`src/g2h_pkg.sv`:
```
// Shared types, constants and lookup functions for the Gregorian to Hijri date core.
// No dependencies; the top level refers to it by scoped names.

package g2h_pkg;

    // sequencer states, one-hot
    typedef enum logic [9:0] {
        S_IDLE   = 10'b00_0000_0001,
        S_MUL100 = 10'b00_0000_0010,
        S_ABS    = 10'b00_0000_0100,
        S_EST    = 10'b00_0000_1000,
        S_YLD    = 10'b00_0001_0000,
        S_UPM    = 10'b00_0010_0000,
        S_UPC    = 10'b00_0100_0000,
        S_DNM    = 10'b00_1000_0000,
        S_DNC    = 10'b01_0000_0000,
        S_MON    = 10'b10_0000_0000
    } state_t;

    // absolute day number of the Islamic epoch
    localparam logic [23:0] ISL_EPOCH   = 24'd227014;
    // epoch offset of the first day of a Hijri year, day number minus year start
    localparam logic [23:0] YEAR_BIAS   = 24'd353;
    localparam logic [23:0] DAYS_COMMON = 24'd354;

    // reciprocals for the shared multiplier
    // y / 100    = (y * RECIP_100) >> 19
    // y / 30     = (y * RECIP_30) >> 24
    // year guess = (days * RECIP_YEAR) >> 32, about 30 / 10631
    localparam logic [23:0] RECIP_100  = 24'd5243;
    localparam logic [23:0] RECIP_30   = 24'd559241;
    localparam logic [23:0] RECIP_YEAR = 24'd12120122;

    localparam logic [3:0] LAST_MONTH = 4'd12;

    // days in the Gregorian months before month m, common year
    function automatic logic [8:0] greg_cum(input logic [3:0] m);
        logic [8:0] d;
        case (m)
            4'd2:    d = 9'd31;
            4'd3:    d = 9'd59;
            4'd4:    d = 9'd90;
            4'd5:    d = 9'd120;
            4'd6:    d = 9'd151;
            4'd7:    d = 9'd181;
            4'd8:    d = 9'd212;
            4'd9:    d = 9'd243;
            4'd10:   d = 9'd273;
            4'd11:   d = 9'd304;
            4'd12:   d = 9'd334;
            4'd13:   d = 9'd365;
            4'd14:   d = 9'd396;
            4'd15:   d = 9'd427;
            default: d = 9'd0;
        endcase
        return d;
    endfunction

    // days of the Hijri year before month m
    function automatic logic [8:0] hij_month_off(input logic [3:0] m);
        logic [8:0] d;
        case (m)
            4'd2:    d = 9'd30;
            4'd3:    d = 9'd59;
            4'd4:    d = 9'd89;
            4'd5:    d = 9'd118;
            4'd6:    d = 9'd148;
            4'd7:    d = 9'd177;
            4'd8:    d = 9'd207;
            4'd9:    d = 9'd236;
            4'd10:   d = 9'd266;
            4'd11:   d = 9'd295;
            4'd12:   d = 9'd325;
            default: d = 9'd0;
        endcase
        return d;
    endfunction

endpackage

```
`src/gregorian_to_tabular_islamic_date_core.sv`:
```
// Gregorian to tabular Islamic (Hijri) date converter, top level.
// Depends on g2h_pkg for the state type, constants and month tables.
//
//  channel   direction  signals                     payload
//  s_*       in         s_tvalid s_tready s_tdata   greg_day, greg_month, greg_year
//  m_*       out        m_tvalid m_tready m_tdata   hijri_day, hijri_month, hijri_year
//  cfg_*     in         cfg_wr_en cfg_wr_data       day_adjust (signed 3 bits)
//
// A date is converted in steps: states S_MUL100, S_ABS, S_EST and S_YLD form the day number
// and year guess, the year is then checked upward and downward on the one shared multiplier,
// then the months are stepped through and the result is loaded.
// s_tready is high only while the sequencer is idle, so a new date waits until the last is loaded.
// The output register holds a finished result while m_tready is low; the next date
// is accepted meanwhile and its finish waits until that register is free.
// rst_n clears the sequencer, the output valid and day_adjust.

module gregorian_to_tabular_islamic_date_core (
    input  logic        clk,
    input  logic        rst_n,
    input  logic        s_tvalid,
    output logic        s_tready,
    input  logic [23:0] s_tdata,     // greg_day[4:0], greg_month[8:5], greg_year[22:9], zero
    output logic        m_tvalid,
    input  logic        m_tready,
    output logic [31:0] m_tdata,     // hijri_day[6:0], hijri_month[10:7], hijri_year[24:11], zero
    input  logic        cfg_wr_en,
    input  logic [2:0]  cfg_wr_data
);

    g2h_pkg::state_t state_reg, state_next;

    logic [4:0]  gd_reg;
    logic [3:0]  gm_reg;
    logic [13:0] gy_reg;
    logic [22:0] acc_reg, acc_next;
    logic [47:0] prod_reg;
    logic [23:0] dp_reg, dp_next;
    logic [14:0] y_reg, y_next;
    logic [8:0]  doy_reg, doy_next;
    logic [3:0]  month_reg, month_next;
    logic [2:0]  adj_reg;

    logic        out_valid_reg, out_valid_next;
    logic [6:0]  hday_reg, hday_next;
    logic [3:0]  hmon_reg, hmon_next;
    logic [13:0] hyear_reg, hyear_next;

    logic        in_fire;
    logic [23:0] mul_a, mul_b;
    logic [13:0] py;
    logic [7:0]  q100, py100;
    logic [5:0]  py400;
    logic        rem_zero, leap, leap_add, sat;
    logic [23:0] abs_day;
    logic [14:0] yc;
    logic [17:0] n30;
    logic [13:0] q30;
    logic [23:0] tstart;
    logic [3:0]  month_inc;
    logic [8:0]  off_next, off_cur;
    logic [9:0]  hday_wide;
    logic        out_free;

    assign in_fire  = s_tvalid && s_tready;
    assign s_tready = (state_reg == g2h_pkg::S_IDLE);
    assign out_free = !out_valid_reg || m_tready;

    // configuration register
    always_ff @(posedge clk or negedge rst_n)
    begin
        if (!rst_n)
        begin
            adj_reg <= 3'd0;
        end
        else if (cfg_wr_en)
        begin
            adj_reg <= cfg_wr_data;
        end
    end

    // operand select for the shared multiplier
    always_comb
    begin
        mul_a = 24'd0;
        mul_b = 24'd0;
        case (state_reg)
            g2h_pkg::S_MUL100:
            begin
                mul_a = 24'(gy_reg);
                mul_b = g2h_pkg::RECIP_100;
            end
            g2h_pkg::S_EST:
            begin
                mul_a = dp_reg;
                mul_b = g2h_pkg::RECIP_YEAR;
            end
            g2h_pkg::S_UPM, g2h_pkg::S_DNM:
            begin
                mul_a = 24'(n30);
                mul_b = g2h_pkg::RECIP_30;
            end
            default:
            begin
                mul_a = 24'd0;
                mul_b = 24'd0;
            end
        endcase
    end

    // gregorian day number pieces
    assign py       = gy_reg - 14'd1;
    assign acc_next = 23'(py) * 23'd365 + 23'(py >> 2)
                    + 23'(g2h_pkg::greg_cum(gm_reg)) + 23'(gd_reg);

    // century corrections and leap year from the y / 100 product
    assign q100     = prod_reg[26:19];
    assign rem_zero = (gy_reg == 14'(14'(q100) * 14'd100));
    assign py100    = q100 - {7'd0, rem_zero};
    assign py400    = py100[7:2];
    assign leap     = (gy_reg[1:0] == 2'd0) && (!rem_zero || (q100[1:0] == 2'd0));
    assign leap_add = leap && (gm_reg > 4'd2);
    assign abs_day  = 24'(acc_reg) + 24'(leap_add) - 24'(py100) + 24'(py400);
    assign sat      = (gy_reg == 14'd0) || (abs_day < g2h_pkg::ISL_EPOCH);
    assign dp_next  = sat ? g2h_pkg::YEAR_BIAS
                          : abs_day - g2h_pkg::ISL_EPOCH + g2h_pkg::YEAR_BIAS;

    // hijri year start relative to the epoch, plus bias, for candidate year yc
    assign yc     = ((state_reg == g2h_pkg::S_UPM) || (state_reg == g2h_pkg::S_UPC))
                    ? 15'(y_reg + 15'd1) : y_reg;
    assign n30    = 18'd3 + 18'(yc) * 18'd11;
    assign q30    = prod_reg[37:24];
    assign tstart = 24'(yc) * g2h_pkg::DAYS_COMMON + 24'(q30);

    // month step and day of month
    assign month_inc = 4'(month_reg + 4'd1);
    assign off_next  = g2h_pkg::hij_month_off(month_inc);
    assign off_cur   = g2h_pkg::hij_month_off(month_reg);
    assign hday_wide = 10'(doy_reg - off_cur) + 10'd1 + {{7{adj_reg[2]}}, adj_reg};

    // sequencer
    always_comb
    begin
        state_next     = state_reg;
        y_next         = y_reg;
        doy_next       = doy_reg;
        month_next     = month_reg;
        out_valid_next = out_valid_reg && !m_tready;
        hday_next      = hday_reg;
        hmon_next      = hmon_reg;
        hyear_next     = hyear_reg;
        case (state_reg)
            g2h_pkg::S_IDLE:
            begin
                if (in_fire)
                begin
                    state_next = g2h_pkg::S_MUL100;
                end
            end
            g2h_pkg::S_MUL100:
            begin
                state_next = g2h_pkg::S_ABS;
            end
            g2h_pkg::S_ABS:
            begin
                state_next = g2h_pkg::S_EST;
            end
            g2h_pkg::S_EST:
            begin
                state_next = g2h_pkg::S_YLD;
            end
            g2h_pkg::S_YLD:
            begin
                y_next     = prod_reg[46:32];
                state_next = g2h_pkg::S_UPM;
            end
            g2h_pkg::S_UPM:
            begin
                state_next = g2h_pkg::S_UPC;
            end
            g2h_pkg::S_UPC:
            begin
                // next year still starts on or before this day
                if (tstart <= dp_reg)
                begin
                    y_next     = yc;
                    state_next = g2h_pkg::S_UPM;
                end
                else
                begin
                    state_next = g2h_pkg::S_DNM;
                end
            end
            g2h_pkg::S_DNM:
            begin
                state_next = g2h_pkg::S_DNC;
            end
            g2h_pkg::S_DNC:
            begin
                if (tstart > dp_reg)
                begin
                    y_next     = y_reg - 15'd1;
                    state_next = g2h_pkg::S_DNM;
                end
                else
                begin
                    doy_next   = 9'(dp_reg - tstart);
                    month_next = 4'd1;
                    state_next = g2h_pkg::S_MON;
                end
            end
            g2h_pkg::S_MON:
            begin
                if ((month_reg < g2h_pkg::LAST_MONTH) && (doy_reg >= off_next))
                begin
                    month_next = month_inc;
                end
                else if (out_free)
                begin
                    out_valid_next = 1'b1;
                    hday_next      = hday_wide[6:0];
                    hmon_next      = month_reg;
                    hyear_next     = y_reg[13:0];
                    state_next     = g2h_pkg::S_IDLE;
                end
            end
            default:
            begin
                state_next = g2h_pkg::S_IDLE;
            end
        endcase
    end

    // control registers
    always_ff @(posedge clk or negedge rst_n)
    begin
        if (!rst_n)
        begin
            state_reg     <= g2h_pkg::S_IDLE;
            out_valid_reg <= 1'b0;
        end
        else
        begin
            state_reg     <= state_next;
            out_valid_reg <= out_valid_next;
        end
    end

    // datapath registers
    always_ff @(posedge clk)
    begin
        if (in_fire)
        begin
            gd_reg <= s_tdata[4:0];
            gm_reg <= s_tdata[8:5];
            gy_reg <= s_tdata[22:9];
        end
        if (state_reg == g2h_pkg::S_MUL100)
        begin
            acc_reg <= acc_next;
        end
        if (state_reg == g2h_pkg::S_ABS)
        begin
            dp_reg <= dp_next;
        end
        prod_reg  <= mul_a * mul_b;
        y_reg     <= y_next;
        doy_reg   <= doy_next;
        month_reg <= month_next;
        hday_reg  <= hday_next;
        hmon_reg  <= hmon_next;
        hyear_reg <= hyear_next;
    end

    assign m_tvalid = out_valid_reg;
    assign m_tdata  = {7'd0, hyear_reg, hmon_reg, hday_reg};

endmodule

```
`config.mk`:
```
export PLATFORM = sky130hd
export DESIGN_NAME = gregorian_to_tabular_islamic_date_core
export DESIGN_NICKNAME = d
export VERILOG_FILES = /design/src/g2h_pkg.sv /design/src/gregorian_to_tabular_islamic_date_core.sv
export SDC_FILE = /design/constraint.sdc
export NUM_CORES = 2
export LEC_CHECK = 0
export ABC_AREA = 1
export BUFFER_PORTS_ARGS = -buffer_cell sky130_fd_sc_hd__buf_2
export CAP_MARGIN = 20
export CORE_MARGIN = 2
export CORE_UTILIZATION = 30
export DETAILED_ROUTE_END_ITERATION = 8
export SKIP_CTS_REPAIR_TIMING = 1
export SLEW_MARGIN = 25
export SYNTH_ARGS = -nofsm -noshare
export SYNTH_HDL_FRONTEND = slang
export SYNTH_SLANG_ARGS = --single-unit
```
`constraint.sdc`:
```
create_clock -name clk -period 15.1 [get_ports clk]
set_input_delay 1.51 -clock clk [delete_from_list [all_inputs] [get_ports clk]]
set_output_delay 1.51 -clock clk [all_outputs]
set_load 0.005 [all_outputs]
```
==> impl_metrics.json <==
{
  "rows": 123,
  "holdWs_ns": 0.522,
  "cp-end-kind": "flop",
  "syn_to_final_growth_pct": 8.21,
  "crit_slowest_cell": "fa_1",
  "maxCapViolCount": 0,
  "min_period_over_period": 0.762,
  "max_freq_mhz": 86.9,
  "die-width_um": 341,
  "yosysWarnings": 0,
  "synth-edff-count": 123,
  "fin_nets": 5207,
  "syn_area_mm2": 0.0341,
  "drive_gt1_frac": 0.0544,
  "grt_pass1_wl_mm": 145,
  "async_flop_share": 0.0773,
  "status": "finished, final reports clean",
  "drc": 0,
  "critPathMaxStageDelay_ns": 0.58,
  "port_buffers": 57,
  "netlist_instances": 4108,
  "timing.final.crit_period_ns": 11.50,
  "setup_tns_ns": 0,
  "grt_max_degree": 52,
  "routedWlPerCell_um": 15.9,
  "clock_sinks": 181,
  "synth_common_cells": "1139 x inv_1, 558 x nand2_1, 551 x ha_1",
  "fin_skew_ns": 0.0167,
  "cp_max_fo": 20,
  "final_area_mm2": 0.0369,
  "diodes": 0,
  "syn_avg_cell_area_um2": 8.30,
  "yosysTopAreaCell": "fa_1",
  "ant_nets": 0,
  "clk_latency_ns": 0.52,
  "wirelength_mm": 90.7,
  "worstHoldPathType": "flop to flop",
  "place_area_mm2": 0.0363,
  "fillers": 11900,
  "drt_first_pass_iters": 5,
  "ys_seq_area_frac": 0.145,
  "vias": 26200,
  "crit_required_ns": 15.53,
  "cp-start-kind": "flop",
  "clk_pin_slew_ns": 0.08,
  "initial_utilization": 0.303,
  "via_per_inst": 4.59,
  "yosys-top-cells-area": "fa_1 25%, ha_1 20%, inv_1 13%",
  "place.gp.congestion": 0.935,
  "grt_pass1_vias": 26900,
  "finalMaxSlewViolations": 0,
  "num_io_pins": 66,
  "crit_top_cell": "inv_1",
  "cts_buffers": 17,
  "first_iter_violations": 1647,
  "dp_hpwl_mm": 81.0,
  "r2r_slack_ns": 3.60,
  "die_area_mm2": 0.116,
  "cts-root-buf": "clkbuf_16",
  "synth_seq_cells": 181,
  "cp.arrival_ns": 11.93,
  "antenna_found_initial": 1,
  "yosys.cell_count.top_type": "inv_1",
  "largest_register_ff_count": 28,
  "cts_max_level": 4,
  "synth_ff_type": "edfxtp_1",
  "tightest_slew_ns": 1.07,
  "rsz0062_at_grt": "false",
  "cts_buffer_depth": 2,
  "die_h_um": 341,
  "critPathKind": "flop to flop",
  "grt_overflow": 0,
  "cts_tree": "yes",
  "setup_violations": 0,
  "grt_use_total": 0.160,
  "core_mm2": 0.113,
  "hold_viol": 0,
  "relSlewSlack": 0.285,
  "synth_top_area_share": 0.251,
  "synthDistinctLibCells": 64
}
==> metal layers <==
layer	track usage	wire length, µm	vias to the layer above
li1	-	-	12900
met1	0.213	41200	12600
met4	0.0394	2010	2
met2	0.266	41700	578
met5	0	13	-
met3	0.0341	5820	102
==> layout by cell type (no fill, tap or decap), types with 15 or more instances in the layout <==
| cell | count |
|---|---|
| a21oi_1 | 186 |
| a21oi_2 | 15 |
| a31oi_1 | 22 |
| buf_2 | 57 |
| clkbuf_16 | 18 |
| conb_1 | 30 |
| dfxtp_1 | 44 |
| edfxtp_1 | 123 |
| fa_1 | 427 |
| ha_1 | 551 |
| inv_1 | 1139 |
| nand2_1 | 558 |
| nand2_2 | 22 |
| nand3_1 | 123 |
| nand4_1 | 36 |
| nor2_1 | 270 |
| nor2_2 | 19 |
| nor3_1 | 32 |
| nor4_1 | 18 |
| o21ai_0 | 124 |
| o21ai_1 | 22 |
| xnor2_1 | 43 |
| xor2_1 | 117 |
==> cells by family (layout without fill, tap and decap cells) <==
group                      Yosys count  count (layout)  synth area share
buffers and inverters             1179            1252             0.131
and+or+nand+nor                   1124            1124             0.143
adders and majority gates          978             978             0.453
AOI/OAI and AO/OA                  479             479            0.0835
DFF                                181             181             0.145
xor gates and xnor gates           166             166            0.0443
other                                1              30          0.000110
==> layout make-up <==
class	instances	area [µm²]	share of cell area
Inverter	1155	4340	0.118
Sequential cell	181	4930	0.134
Timing Repair Buffer	65	345	0.00937
Clock buffer	19	454	0.0123
Tap cell	1500	1880	0.0509
Clock inverter	13	135	0.00366
Multi-Input combinational cell	2777	24800	0.673
==> final timing paths <==
path,depth (start not counted),from,to
setup / recovery,52,state_reg[3]$_DFFE_PN0P_,prod_reg[38]$_DFF_P_
hold / removal,0,y_reg[12]$_DFFE_PP_,hyear_reg[12]$_DFFE_PP_
setup reg to reg,52,state_reg[3]$_DFFE_PN0P_,prod_reg[38]$_DFF_P_
hold reg to reg,0,y_reg[12]$_DFFE_PP_,hyear_reg[12]$_DFFE_PP_
max in group asynchronous,1,rst_n,state_reg[0]$_DFFE_PN1P_
min in group asynchronous,1,rst_n,m_tvalid$_DFF_PN0_
==> through the flow <==
step / cells / worst slack (ns) / utilization
final: 5710 / 3.60 / 0.327
after global routing: 5710 / 2.85 / 0.327
after CTS: 5710 / 3.63 / 0.327
after detailed placement: 5678 / 3.66 / 0.322
after global placement: 5678 / 3.83 / 0.322
after floorplan: 4137 / 5.85 / -
==> worst max-delay path, delay by kind of cell (launching register included) <==
kind	cells	cell delay [ns]
compound gates	10	1.71
xor+xnor	2	0.57
fa+ha+maj	11	5.11
buf+inv	15	1.34
flops	1	0.44
simple gates	14	2.24
Power is left out: the tool's default activity adds up to more than one toggle a clock period on the data nets, which glitch-free logic cannot reach.
